--- src/gple_pkg.sv ---
// Shared types and constants of the group prefix letter encoder.
package gple_pkg;

  // Width of the saturating per-message bit counter.
  localparam int unsigned CountW = 24;
  // Width of the total bit count carried on the output port.
  localparam int unsigned TotalW = 24;

  localparam int unsigned CodeW = 6;
  localparam int unsigned LenW  = 3;

  localparam logic [7:0] CharA = 8'h61;
  localparam logic [7:0] CharB = 8'h62;
  localparam logic [7:0] CharC = 8'h63;
  localparam logic [7:0] CharF = 8'h66;
  localparam logic [7:0] CharG = 8'h67;
  localparam logic [7:0] CharN = 8'h6e;
  localparam logic [7:0] CharO = 8'h6f;
  localparam logic [7:0] CharZ = 8'h7a;

  // One classified character as it waits between the front and the back.
  typedef struct packed {
    logic [CodeW-1:0] code;  // group number in bits 1:0, index above
    logic [LenW-1:0]  len;   // code length, zero for a character without code
    logic             last;  // message end
  } item_t;

endpackage

--- src/gple_front.sv ---
// Front end: accepts characters and turns each into a code and its length.
module gple_front import gple_pkg::*; (
  input  logic       in_valid_i,
  output logic       in_ready_o,
  input  logic [7:0] char_byte_i,
  input  logic       message_end_i,
  output logic       push_o,
  output item_t      push_item_o,
  input  logic       full_i
);

  logic [1:0] grp;
  logic [7:0] base;
  logic       coded;
  logic [3:0] idx;

  always_comb begin
    grp   = 2'd0;
    base  = CharA;
    coded = 1'b1;
    if (char_byte_i inside {[CharA:CharB]}) begin
      grp  = 2'd0;
      base = CharA;
    end else if (char_byte_i inside {[CharC:CharF]}) begin
      grp  = 2'd1;
      base = CharC;
    end else if (char_byte_i inside {[CharG:CharN]}) begin
      grp  = 2'd2;
      base = CharG;
    end else if (char_byte_i inside {[CharO:CharZ]}) begin
      grp  = 2'd3;
      base = CharO;
    end else begin
      coded = 1'b0;
    end
  end

  assign idx = 4'(char_byte_i - base);

  always_comb begin
    push_item_o.last = message_end_i;
    if (coded) begin
      push_item_o.code = {idx, grp};
      push_item_o.len  = LenW'({1'b0, grp} + 3'd3);
    end else begin
      push_item_o.code = '0;
      push_item_o.len  = '0;
    end
  end

  assign in_ready_o = !full_i;
  assign push_o     = in_valid_i && !full_i;

endmodule

--- src/gple_fifo.sv ---
// Two-entry queue that decouples the classifying front from the packing back.
module gple_fifo import gple_pkg::*; (
  input  logic  clk_i,
  input  logic  rst_ni,
  input  logic  push_i,
  input  item_t push_item_i,
  output logic  full_o,
  input  logic  pop_i,
  output logic  pop_valid_o,
  output item_t pop_item_o
);

  item_t      mem_q [2];
  logic       wr_ptr_q, wr_ptr_d;
  logic       rd_ptr_q, rd_ptr_d;
  logic [1:0] cnt_q, cnt_d;

  assign full_o      = (cnt_q == 2'd2);
  assign pop_valid_o = (cnt_q != 2'd0);
  assign pop_item_o  = mem_q[rd_ptr_q];

  always_comb begin
    wr_ptr_d = wr_ptr_q ^ push_i;
    rd_ptr_d = rd_ptr_q ^ pop_i;
    cnt_d    = cnt_q + 2'(push_i) - 2'(pop_i);
  end

  always_ff @(posedge clk_i or negedge rst_ni) begin
    if (!rst_ni) begin
      wr_ptr_q <= 1'b0;
      rd_ptr_q <= 1'b0;
      cnt_q    <= 2'd0;
    end else begin
      wr_ptr_q <= wr_ptr_d;
      rd_ptr_q <= rd_ptr_d;
      cnt_q    <= cnt_d;
    end
  end

  always_ff @(posedge clk_i) begin
    if (push_i) begin
      mem_q[wr_ptr_q] <= push_item_i;
    end
  end

endmodule

--- src/gple_back.sv ---
// Back end: packs code bits into bytes, keeps the total and drives the output register.
module gple_back import gple_pkg::*; (
  input  logic              clk_i,
  input  logic              rst_ni,
  input  logic              item_valid_i,
  input  item_t             item_i,
  output logic              pop_o,
  output logic              out_valid_o,
  input  logic              out_ready_i,
  output logic [7:0]        packed_byte_o,
  output logic [3:0]        valid_bits_o,
  output logic [TotalW-1:0] total_bits_o,
  output logic              run_last_o
);

  logic [7:0]        pend_bits_q, pend_bits_d;
  logic [2:0]        pend_cnt_q, pend_cnt_d;
  logic [CountW-1:0] total_q, total_d;
  logic              flush_q, flush_d;

  logic              out_valid_q, out_valid_d;
  logic [7:0]        byte_q, byte_d;
  logic [3:0]        nbits_q, nbits_d;
  logic [CountW-1:0] otot_q, otot_d;
  logic              last_q, last_d;

  logic              can_load;
  logic [12:0]       acc;
  logic [3:0]        cnt;
  logic [CountW:0]   sum;
  logic [CountW-1:0] total_new;
  logic              full_byte;
  logic              emits;

  assign can_load = !out_valid_q || out_ready_i;

  always_comb begin
    acc       = 13'(pend_bits_q) | (13'(item_i.code) << pend_cnt_q);
    cnt       = 4'(pend_cnt_q) + 4'(item_i.len);
    sum       = {1'b0, total_q} + (CountW+1)'(item_i.len);
    total_new = sum[CountW] ? {CountW{1'b1}} : sum[CountW-1:0];
    full_byte = cnt[3];
    emits     = full_byte || item_i.last;
  end

  always_comb begin
    pend_bits_d = pend_bits_q;
    pend_cnt_d  = pend_cnt_q;
    total_d     = total_q;
    flush_d     = flush_q;
    out_valid_d = out_valid_q && !out_ready_i;
    byte_d      = byte_q;
    nbits_d     = nbits_q;
    otot_d      = otot_q;
    last_d      = last_q;
    pop_o       = 1'b0;

    if (flush_q) begin
      // Message end that followed a full byte: send what is left.
      if (can_load) begin
        out_valid_d = 1'b1;
        byte_d      = pend_bits_q;
        nbits_d     = 4'(pend_cnt_q);
        otot_d      = total_q;
        last_d      = 1'b1;
        pend_bits_d = '0;
        pend_cnt_d  = '0;
        total_d     = '0;
        flush_d     = 1'b0;
      end
    end else if (item_valid_i && (can_load || !emits)) begin
      pop_o = 1'b1;
      if (item_i.len != '0) begin
        total_d = total_new;
      end
      if (full_byte) begin
        out_valid_d = 1'b1;
        byte_d      = acc[7:0];
        nbits_d     = 4'd8;
        otot_d      = total_new;
        last_d      = 1'b0;
        pend_bits_d = {3'b000, acc[12:8]};
        pend_cnt_d  = cnt[2:0];
        flush_d     = item_i.last;
      end else if (item_i.last) begin
        out_valid_d = 1'b1;
        byte_d      = acc[7:0];
        nbits_d     = cnt;
        otot_d      = (item_i.len != '0) ? total_new : total_q;
        last_d      = 1'b1;
        pend_bits_d = '0;
        pend_cnt_d  = '0;
        total_d     = '0;
      end else begin
        pend_bits_d = acc[7:0];
        pend_cnt_d  = cnt[2:0];
      end
    end
  end

  always_ff @(posedge clk_i or negedge rst_ni) begin
    if (!rst_ni) begin
      pend_bits_q <= '0;
      pend_cnt_q  <= '0;
      total_q     <= '0;
      flush_q     <= 1'b0;
      out_valid_q <= 1'b0;
    end else begin
      pend_bits_q <= pend_bits_d;
      pend_cnt_q  <= pend_cnt_d;
      total_q     <= total_d;
      flush_q     <= flush_d;
      out_valid_q <= out_valid_d;
    end
  end

  always_ff @(posedge clk_i) begin
    byte_q  <= byte_d;
    nbits_q <= nbits_d;
    otot_q  <= otot_d;
    last_q  <= last_d;
  end

  assign out_valid_o   = out_valid_q;
  assign packed_byte_o = byte_q;
  assign valid_bits_o  = nbits_q;
  assign total_bits_o  = TotalW'(otot_q);
  assign run_last_o    = last_q;

endmodule

--- src/group_prefix_letter_encoder.sv ---
// Top level of the group prefix letter encoder: front, queue and packing back.
//
// Usage: one character word enters on the input channel (in_valid_i /
// in_ready_o) with char_byte_i and message_end_i. Lower-case letters become
// 3- to 6-bit codes, a 2-bit group number followed by the index within the
// group, packed least significant bit first. Every other byte adds no bits.
// A result word leaves on the output channel (out_valid_o / out_ready_i)
// whenever a byte fills up, and on message end a final word with
// run_last_o set carries the partial byte, its bit count and the message's
// saturating bit total; the packing state then clears.
// An accepted character is held in the queue, and its result word is then
// registered in the packer's output register before it leaves.
// Throughput: one character per cycle while the receiver keeps up. A
// character that both fills a byte and ends the message makes two words; the
// packer takes no character from the queue while it sends the second one.
// The two-entry queue absorbs the input while the output register waits.
// When the receiver stalls, the output word holds, the packer stops once a
// word is due, the queue fills and in_ready_o falls; nothing is lost.
// Reset clears the queue, the packing state, the total and the output valid.
module group_prefix_letter_encoder import gple_pkg::*; (
  input  logic              clk_i,
  input  logic              rst_ni,
  input  logic              in_valid_i,
  output logic              in_ready_o,
  input  logic [7:0]        char_byte_i,
  input  logic              message_end_i,
  output logic              out_valid_o,
  input  logic              out_ready_i,
  output logic [7:0]        packed_byte_o,
  output logic [3:0]        valid_bits_o,
  output logic [TotalW-1:0] total_bits_o,
  output logic              run_last_o
);

  logic  push;
  item_t push_item;
  logic  full;
  logic  pop;
  logic  pop_valid;
  item_t pop_item;

  // Classification of each accepted character into code and length.
  gple_front u_front (
    .in_valid_i    (in_valid_i),
    .in_ready_o    (in_ready_o),
    .char_byte_i   (char_byte_i),
    .message_end_i (message_end_i),
    .push_o        (push),
    .push_item_o   (push_item),
    .full_i        (full)
  );

  // Short queue so that the front keeps accepting while the back stalls.
  gple_fifo u_fifo (
    .clk_i       (clk_i),
    .rst_ni      (rst_ni),
    .push_i      (push),
    .push_item_i (push_item),
    .full_o      (full),
    .pop_i       (pop),
    .pop_valid_o (pop_valid),
    .pop_item_o  (pop_item)
  );

  // Bit packing, total count and the output register.
  gple_back u_back (
    .clk_i         (clk_i),
    .rst_ni        (rst_ni),
    .item_valid_i  (pop_valid),
    .item_i        (pop_item),
    .pop_o         (pop),
    .out_valid_o   (out_valid_o),
    .out_ready_i   (out_ready_i),
    .packed_byte_o (packed_byte_o),
    .valid_bits_o  (valid_bits_o),
    .total_bits_o  (total_bits_o),
    .run_last_o    (run_last_o)
  );

endmodule

--- config.mk ---
export PLATFORM = sky130hd
export DESIGN_NAME = group_prefix_letter_encoder
export DESIGN_NICKNAME = d
export VERILOG_FILES = /design/src/gple_pkg.sv /design/src/gple_front.sv /design/src/gple_fifo.sv /design/src/gple_back.sv /design/src/group_prefix_letter_encoder.sv
export SDC_FILE = /design/constraint.sdc
export NUM_CORES = 1
export LEC_CHECK = 0
export BUFFER_PORTS_ARGS = -buffer_cell sky130_fd_sc_hd__buf_2
export CAP_MARGIN = 20
export CORE_MARGIN = 2
export CORE_UTILIZATION = 40
export DETAILED_ROUTE_END_ITERATION = 12
export PLACE_DENSITY_LB_ADDON = 0.08
export SLEW_MARGIN = 20
export SYNTH_ARGS = -nofsm -noshare
export SYNTH_HDL_FRONTEND = slang
export SYNTH_SLANG_ARGS = --single-unit
--- constraint.sdc ---
create_clock -name clk_i -period 4.1 [get_ports clk_i]
set_input_delay 0.82 -clock clk_i [delete_from_list [all_inputs] [get_ports clk_i]]
set_output_delay 0.82 -clock clk_i [all_outputs]
set_load 0.01 [all_outputs]
== Yosys cells after proc, flatten, opt, wreduce, memory -nomap -nowiden ==
Memories as Yosys holds them, arrays and structs flattened.
Index checks and enable logic that the tools add are counted.
W data, S select, Z words.

* Add/subtract/negate cells: 6
* Order comparisons: 8
* Equal/unequal tests: 2
* Shift-type cells: 1
* Mux-type cells: 63
* Bitwise operators: 3
* Reductions and logical operators: 20

{| class="wikitable"
|+ Operators by type and width
! cell !! number
|-
| $mux W24 || 12
|-
| $mux W8 || 10
|-
| $mux W4 || 9
|-
| $ge A8 B7 Y1 const B || 4
|-
| $le A8 B7 Y1 const B || 4
|-
| $add A24 B3 Y25 || 1
|-
| $mux W1 || 22
|-
| $mux W3 || 5
|-
| $or A8 B13 Y13 || 1
|-
| $shl A6 B3 Y13 || 1
|-
| $mux W9 || 1
|-
| $mux W2 || 4
|-
| $logic_and A1 B1 Y1 || 7
|-
| $reduce_bool A3 Y1 || 2
|-
| $add A3 B3 Y4 || 1
|-
| $logic_not A1 Y1 || 4
|-
| $reduce_bool A2 Y1 || 2
|-
| $sub A4 B4 Y4 || 1
|-
| $add A2 B2 Y3 const B || 1
|-
| $logic_or A1 B1 Y1 || 3
|-
| $reduce_and A3 Y1 || 1
|-
| $add A2 B1 Y2 || 1
|-
| $eq A2 B2 Y1 const B || 1
|-
| $ne A2 B2 Y1 const B || 1
|-
| 3 further kinds || 4
|}

* Bits in registers: 78
* RAM bits: 20
* Input port bits: 13
* Output and inout port bits: 39
* Logic and storage cells: 116
* Memories: 1

{| class="wikitable"
|+ Memory list
! memory !! depth !! width !! read ports !! clocked after memory_dff !! wr ports !! line !! source
|-
| u_fifo.mem_q || 2 || 10 || 1 || 0 || 1 || gple_fifo.sv:13 || <nowiki>item_t mem_q [2];</nowiki>
|}

== Logic depth before layout (Yosys ltp) ==
Gate-level depths: netlist of run 1.
An unclocked memory read counts as a cell.

* Word-level depth: 9
* Gate-level depth with buffers: 14
* Gate-level depth less buffers: 11

== By module ==
Synthesis of run 1 repeated with hierarchy kept, for this count alone.

* Cell total of the unflattened synthesis: 509
* Area total of the unflattened synthesis: 5382.7 sq um

{| class="wikitable"
|+ By module, submodules not included
! module !! times used !! cells each !! area each (sq um)
|-
| gple_back || 1 || 412 || 4073.9
|-
| gple_fifo || 1 || 47 || 968.4
|-
| gple_front || 1 || 50 || 340.3
|}

== Worst setup path after synthesis of run 1 ==
OpenSTA, ideal clock, no wires.

* Path kind: flip-flop to flip-flop
* Start: reg u_fifo.rd_ptr_q
* End: reg u_back.byte_q[0], in the netlist u_back.packed_byte_o[0] (enable)
* Arrival: 2.829 ns
* Path slack: 0.840 ns
* Cell stages (with the launch flop): 9
* Cell sequence: dfrtp_1 buf_6 buf_2 mux2_2 ha_1 a21oi_1 a31oi_1 o21ai_1 inv_1

* Longest elaborated chain between the ends: 8
* Elaborated cells on any way between the ends: 9

{| class="wikitable"
|+ Ends and longest elaborated chain
! item !! line !! source
|-
| start: declaration || gple_fifo.sv:15 || <nowiki>logic rd_ptr_q, rd_ptr_d;</nowiki>
|-
| start signal: assignment || gple_fifo.sv:35 || <nowiki>rd_ptr_q <= rd_ptr_d;</nowiki>
|-
| $mem_v2 Z2 W10 (*) || - ||
|-
| $add A3 B3 Y4 || gple_back.sv:39 || <nowiki>cnt = 4'(pend_cnt_q) + 4'(item_i.len);</nowiki>
|-
| $logic_or A1 B1 Y1 || gple_back.sv:43 || <nowiki>emits = full_byte || item_i.last;</nowiki>
|-
| $logic_not A1 Y1 || gple_back.sv:71 || <nowiki>end else if (item_valid_i && (can_load || !emits)) begin</nowiki>
|-
| $logic_or A1 B1 Y1 || gple_back.sv:71 ||
|-
| $logic_and A1 B1 Y1 || gple_back.sv:71 ||
|-
| $reduce_bool A2 Y1 (no line) || - ||
|-
| $reduce_and A3 Y1 (no line) (*) || - ||
|-
| end signal: assignment || gple_back.sv:118 || <nowiki>byte_q <= byte_d;</nowiki>
|-
| end: declaration || gple_back.sv:22 || <nowiki>logic [7:0] byte_q, byte_d;</nowiki>
|}

Mark *: on every way between the ends. The rest lies on a longest branch, timed or not.
A chain may end at the register's enable or synchronous reset.

== Worst setup path in the final report of run 1 ==
* Start: reg u_fifo.rd_ptr_q
* End: reg u_back.otot_q[7], in the netlist u_back.total_bits_o[7], data pin

* Longest elaborated chain between the ends: 8
* Elaborated cells on any way between the ends: 10

{| class="wikitable"
|+ Ends and longest elaborated chain
! item !! line !! source
|-
| $mem_v2 Z2 W10 (*) || - ||
|-
| $add A24 B3 Y25 || gple_back.sv:40 || <nowiki>sum = {1'b0, total_q} + (CountW+1)'(item_i.len);</nowiki>
|-
| $mux W24 || gple_back.sv:41 || <nowiki>total_new = sum[CountW] ? {CountW{1'b1}} : sum[CountW-1:0];</nowiki>
|-
| $mux W24 || gple_back.sv:89 || <nowiki>otot_d = (item_i.len != '0) ? total_new : total_q;</nowiki>
|-
| $mux W24 || gple_back.sv:85 || <nowiki>end else if (item_i.last) begin</nowiki>
|-
| $mux W24 (*) || gple_back.sv:76 || <nowiki>if (full_byte) begin</nowiki>
|-
| $mux W24 (*) || gple_back.sv:71 ||
|-
| $mux W24 (*) || gple_back.sv:58 || <nowiki>if (flush_q) begin</nowiki>
|-
| net u_back.otot_d[7] || gple_back.sv:24 || <nowiki>logic [CountW-1:0] otot_q, otot_d;</nowiki>
|-
| end signal: assignment || gple_back.sv:120 || <nowiki>otot_q <= otot_d;</nowiki>
|-
| end: declaration || gple_back.sv:24 ||
|}

Mark *: on every way through the listed nets, which the timed path passes. The rest lies on a longest branch. The select of a mux whose other input is x is not followed.

==> impl_metrics.csv, run 1 <==
group,metric,value,unit
logic_synthesis,synth_edf_count,57,
timing,rsz0062_at_grt,"false",
cts,cts_inserted_buffers,9,
global_route,grt_pass1_wl,22600,um
critical_path,startpoint_type,"flip-flop",
critical_path,rr_worst_depth,8,
cts,clk_path_buf_depth,2,
cts,cts_tree,"done",
floorplan,start_util,40.89,%
power_and_ir_drop,p_per_area,741.7,mW/mm^2
logic_synthesis,synthAdderAreaFrac,3.939,%
routing,vias,4431,
cts,cts_resized,0,
critical_path,crit_top_cell,"a21oi_1",
finish,diodes,0,
hold_path,hold_class,"primary input to async pin",
cts,cts_sinks,98,
power_and_ir_drop,peakVddDrop,0.2973,mV
logic_synthesis,synth.net_count,560,
logic_synthesis,synthSimpleGateAreaFrac,17.06,%
routing,drc_errors,0,
logic_synthesis,synth.distinct_cells,69,
critical_path,required,4.22,ns
logic_synthesis,ys_top_cells_by_count,"57 x edfxtp_1, 47 x nand2_1, 41 x dfrtp_1",
routing,wire_per_inst,18.65,um
critical_path,critPathMaxFanout,11,
timing,fin_hold_ws,0.4681,ns
cts,path_clk_slew,0.07,ns
routing,wirelength,14180,um
logic_synthesis,postSynthCellCount,531,
logic_synthesis,ys_async_sr_fraction,41.84,%
logic_synthesis,syn_area,0.005654,sq mm
cts,cts_setup_buffers,0,
floorplan,rows,43,
critical_path,critPathSlowestCell,"o21ai_1",
place,pre_cts_ws,0.8769,ns
timing,tightest_slew,0.7587,ns
timing,period_needed,3.280,ns
routing,dr.pass1.iters,6,
timing,setup_ws,0.8205,ns
timing,max_freq,304.9,MHz
routing,drtAntennaViolNets,0,
logic_synthesis,synth-seq-cells,98,
run_status,outcome,"complete, no violations",
finish,fin_nets,604,
place,gp_congestion,0.8896,
logic_synthesis,synth_mux_area_share,7.192,%
cts,ctsRootBufferMaster,"clkbuf_16",
logic_synthesis,ys_seq_area_share,48.42,%
place,io_buffers,51,
timing,period_share,79.99,%
floorplan,io-pin-count,52,
critical_path,slowest_delay,0.53,ns
timing,fin_skew,0.01084,ns
global_route,antenna_found_initial,0,
floorplan,fp.coreArea,0.01383,sq mm
flow_run,cap_violations,0,
cts,htreeDepth,3,
floorplan,die_w,122.9,um
timing,fin_setup_tns,0,ns
logic_synthesis,synth_top_family_by_area,"compound AO/OA/AOI/OAI gates",
place,place_area,0.006051,sq mm
routing,viasPerCell,5.830,
finish,area_growth,12.33,%
power_and_ir_drop,p_total,4711,uW
global_route,gr-total-overflow,0,
finish,drive_gt1_share,18.97,%
logic_synthesis,synth_ff_type,"edfxtp_1",
floorplan,die_area,0.01510,sq mm
logic_synthesis,yosysTopAreaCell,"edfxtp_1",
critical_path,cp-end-kind,"flip-flop",
cts,clock_latency,0.36,ns
logic_synthesis,ys_top_cells_by_area,"edfxtp_1 30%, dfrtp_1 18%, mux4_2 4.0%",
logic_synthesis,ys.warnings.count,0,
logic_synthesis,synth_compound_area_share,17.66,%
timing,setup_viol,0,
finish,fillCellCount,1289,
timing,slew_viol_final,0,
cts,postCtsHoldBufs,0,
critical_path,path_class,"flip-flop to flip-flop",
finish,fin_area,0.006351,sq mm
place,hpwl,10050,um
global_route,grt_usage,19.77,%
timing,finalHoldViolations,0,
logic_synthesis,synth.most_common_cell,"edfxtp_1",
logic_synthesis,avgSynthCellArea,10.65,sq um
global_route,grt_pass1_vias,4085,
critical_path,crit_arrival,3.40,ns
logic_synthesis,synth_xor_area_share,1.394,%
global_route,grt_max_degree,42,
timing,relSlewSlack,49.24,%
routing,drtIter0Drc,415,
floorplan,fp.dieH,122.9,um
logic_synthesis,synth_top_area_share,30.27,%
power_and_ir_drop,p_leak,0.002444,uW
critical_path,crit_chain,"mux2_2 -> ha_1 -> a21oi_1 -> nand2_1 -> o21ai_1 -> buf_4 -> a21oi_1 -> o22a_1",
-- flip-flops by register name, summed over array words and instances, names as in the netlist, 2 cells and up --
name / cells
u_back.packed_byte_o: 8
u_back.pend_cnt_q: 3
u_fifo.cnt_q: 2
u_back.valid_bits_o: 4
u_fifo.mem_q: 20
u_back.pend_bits_q: 8
u_back.total_q: 24
u_back.total_bits_o: 24
-- power by group --
part	switching (uW)	leakage, uW	internal, uW	total, uW
Clock	396	0.000138	454	850
Combinational	1390	0.00120	807	2190
Sequential	184	0.00110	1480	1670
Total	1970	0.00244	2740	4710
-- final timing paths --
check                                      startpoint                     end  slack [ns]
min in group clk_i              u_back.pend_bits_q[5]   u_back.pend_bits_q[5]        0.48
max in group asynchronous                      rst_ni   u_back.pend_bits_q[1]        3.22
worst max register to register        u_fifo.rd_ptr_q  u_back.total_bits_o[7]        0.82
worst min register to register  u_back.pend_bits_q[5]   u_back.pend_bits_q[5]        0.48
worst min-delay path                           rst_ni       u_back.total_q[7]        0.47
worst max-delay path                  u_fifo.rd_ptr_q  u_back.total_bits_o[7]        0.82
-- cell type report --
cell class | instances | area, sq um | area share, %
flip-flops and latches | 98 | 2738 | 43.10
multi-input cells | 383 | 2671 | 42.06
repair buffers | 62 | 340.3 | 5.359
clock buffers | 10 | 250.2 | 3.940
well taps | 180 | 225.2 | 3.546
inverters | 21 | 78.83 | 1.241
clock inverters | 6 | 47.55 | 0.7486
-- routing by layer --
| metal | GRT usage [%] | wire length (um) | vias to the layer above |
|---|---|---|---|
| met1 | 30.30 | 7005 | 2141 |
| li1 | - | - | 2115 |
| met5 | 0 | 0 | - |
| met2 | 27.73 | 6174 | 163 |
| met3 | 3.413 | 774 | 12 |
| met4 | 7.543 | 221 | 0 |
-- metrics by stage --
step	instances	util [%]
global route	760	45.93
global placement	744	43.76
floorplan	531	-
CTS	760	45.91
finish	760	45.93
detailed placement	744	43.76
-- worst max-delay path: cells and delay by family (launching register included) --
kind,cells,cell delay (ns)
compound gates,4,1.28
fa+ha+maj,1,0.32
buf+inv,1,0.28
flops,1,0.43
mux,1,0.38
simple gates,1,0.34
-- cell usage in the layout, fill, tap and decap left out, types with 6 or more instances in the layout --
cell        n
nor4_1      9
clkbuf_16  10
nand4_1     9
nor2_1     35
nand3_1    18
xnor2_1     6
mux2i_1     8
o21bai_1    8
o21ai_0    26
a31oi_1    12
nand2b_1    7
ha_1       13
and2_1      6
buf_4      12
mux2_2      9
mux4_2     10
a211oi_1    6
inv_1      21
nor3_1     20
nand2_1    47
buf_2      50
a21oi_1    34
and3_1      6
a21o_1      9
edfxtp_1   57
dfrtp_1    41
-- logic make-up (layout without fill, tap and decap cells) --
kind of cell,count (synthesis),in the layout
simple gates,183,183
compound gates,148,148
flops,98,98
buf+inv,50,99
mux,27,27
fa+ha+maj,16,16
xor+xnor,9,9
Note: power is estimated with default switching activity, not from simulation.
==> inputs of run 2 (changes only) <==
clock period = 2.9 ns   (was 4.1 ns; I/O delays follow)
==> run 2 against run 1 <==
  * First-iteration DRC count down 16%
  * Critical path depth unchanged
  * Utilization grew 1.5 points
  * Clock skew is essentially flat
  * Setup slack worse by 0.67 ns
  * Via count up 2.1%
  * Sequential cell count did not move
  * Combinational power rose by 59%
  * Die area is the same
  * Critical path type unchanged
  * Highest routed layer unchanged
==> impl_metrics.csv, run 2 (synthesis gave the netlist of run 1 again) <==
group,metric,value,unit
run_status,outcome,"complete, no violations",
critical_path,critPathSlowestCell,"mux2_2",
cts,cts_setup_buffers,0,
timing,period_share,94.94,%
cts,path_clk_slew,0.07,ns
hold_path,hold_class,"primary input to async pin",
finish,final_cell_mix,"57 x edfxtp_1, 51 x buf_2, 47 x nand2_1",
floorplan,io-pin-count,52,
timing,tightest_slew,0.6963,ns
place,gp_congestion,0.9238,
critical_path,required,3.00,ns
place,hpwl,10940,um
timing,fin_hold_ws,0.1408,ns
timing,relSlewSlack,53.27,%
global_route,grt_max_degree,30,
finish,multi_input_area,0.002743,sq mm
routing,viasPerCell,5.803,
global_route,grt_usage,21.26,%
cts,clock_latency,0.36,ns
finish,seq_area,0.002738,sq mm
timing,max_freq,363.2,MHz
power_and_ir_drop,p_leak,0.002539,uW
floorplan,die_area,0.01510,sq mm
floorplan,fp.coreArea,0.01383,sq mm
power_and_ir_drop,peakVddDrop,0.4895,mV
critical_path,startpoint_type,"flip-flop",
critical_path,crit_arrival,2.85,ns
routing,dr.pass1.iters,5,
timing,rsz0062_at_grt,"false",
routing,drtIter0Drc,348,
routing,drc_errors,0,
timing,period_needed,2.753,ns
global_route,use_met3,4.105,%
global_route,antenna_found_initial,0,
global_route,grt_pass1_vias,4471,
floorplan,die_w,122.9,um
timing,fin_setup_tns,0,ns
finish,final_common_cell,"edfxtp_1",
timing,fin_skew,0.01103,ns
floorplan,start_util,40.89,%
routing,wire_per_inst,19.20,um
routing,vias,4526,
finish,fillCellCount,1284,
cts,postCtsHoldBufs,0,
cts,htreeDepth,3,
cts,cts_sinks,98,
place,io_buffers,51,
routing,drtAntennaViolNets,0,
critical_path,slowest_delay,0.42,ns
cts,clk_path_buf_depth,2,
finish,fin_nets,624,
cts,cts_resized,0,
global_route,use_met2,36.15,%
timing,finalHoldViolations,0,
global_route,gr-total-overflow,0,
critical_path,cp-end-kind,"flip-flop",
cts,cts_tree,"done",
finish,area_growth,16.09,%
flow_run,cap_violations,0,
floorplan,fp.dieH,122.9,um
global_route,top_usage_layer,"met2",
global_route,grt_pass1_wl,24350,um
cts,cts_inserted_buffers,9,
global_route,use_met1,26.76,%
timing,slew_viol_final,0,
finish,drive_gt1_share,23.33,%
timing,setup_viol,0,
power_and_ir_drop,p_total,6964,uW
finish,diodes,0,
routing,wirelength,14980,um
power_and_ir_drop,p_per_area,1061,mW/mm^2
critical_path,crit_chain,"mux2_2 -> ha_1 -> nand3_2 -> and2_1 -> a21oi_1 -> buf_4 -> nand2_1 -> o22a_1",
critical_path,path_class,"flip-flop to flip-flop",
floorplan,rows,43,
critical_path,critPathMaxFanout,20,
cts,ctsRootBufferMaster,"clkbuf_16",
finish,fin_util,47.47,%
-- run 2: changes by cell type in the layout (fill, tap and decap cells not counted), sizes merged --
| cell | previous run | this run |
|---|---|---|
| buf | 62 | 82 |
| clkinv | 1 | 3 |
| bufinv | 0 | 1 |
| inv | 23 | 20 |
-- run 2: per-layer routing --
layer | vias to the layer above | wire [um]
li1 | 2155 | -
met3 | 31 | 633
met5 | - | 0
met1 | 2217 | 6223
met4 | 0 | 401
met2 | 123 | 7717
-- run 2: stage by stage --
step	std cells	instance area (sq um)	worst slack [ns]
finish	780	6564	0.1467
global route	780	6564	0.001666
CTS	780	6543	0.07547
detailed placement	764	6255	0.1011
global placement	764	6255	0.1256
floorplan	531	5714	0.03698
-- run 2: critical path: cells and delay by family (launching register included) --
family | cells | cell delay [ns]
multiplexers | 1 | 0.42
adder cells (fa/ha/maj) | 1 | 0.30
AO/OA/AOI/OAI | 2 | 0.41
flip-flops | 1 | 0.41
buffers and inverters | 1 | 0.28
AND/OR/NAND/NOR | 3 | 0.67
-- run 2: final timing paths --
| check | startpoint | end | slack (ns) | depth (start not counted) |
|---|---|---|---|---|
| hold / removal | rst_ni | u_back.pend_cnt_q[1] | 0.14 | 1 |
| min in group clk_i | message_end_i | u_fifo.mem_q[0][0] | 0.41 | 1 |
| setup / recovery | u_fifo.rd_ptr_q | u_back.total_bits_o[7] | 0.15 | 8 |
| setup reg to reg | u_fifo.rd_ptr_q | u_back.total_bits_o[7] | 0.15 | 8 |
| max in group asynchronous | rst_ni | u_back.flush_q | 2.00 | 2 |
| hold reg to reg | u_back.pend_bits_q[5] | u_back.pend_bits_q[5] | 0.49 | 2 |
-- run 2: power breakdown --
part           switching, uW  total, uW  leakage [uW]  internal, uW
clock                    524       1190      0.000136           663
combinational           2160       3490       0.00130          1320
sequential               192       2290       0.00110          2100
-- run 2: area by class of cell --
class,instances,share of cell area [%]
Multi-Input combinational cell,383,41.78
Sequential cell,98,41.71
Timing Repair Buffer,82,7.434
Clock buffer,10,3.488
Tap cell,180,3.431
Inverter,21,1.258
Clock inverter,6,0.8959
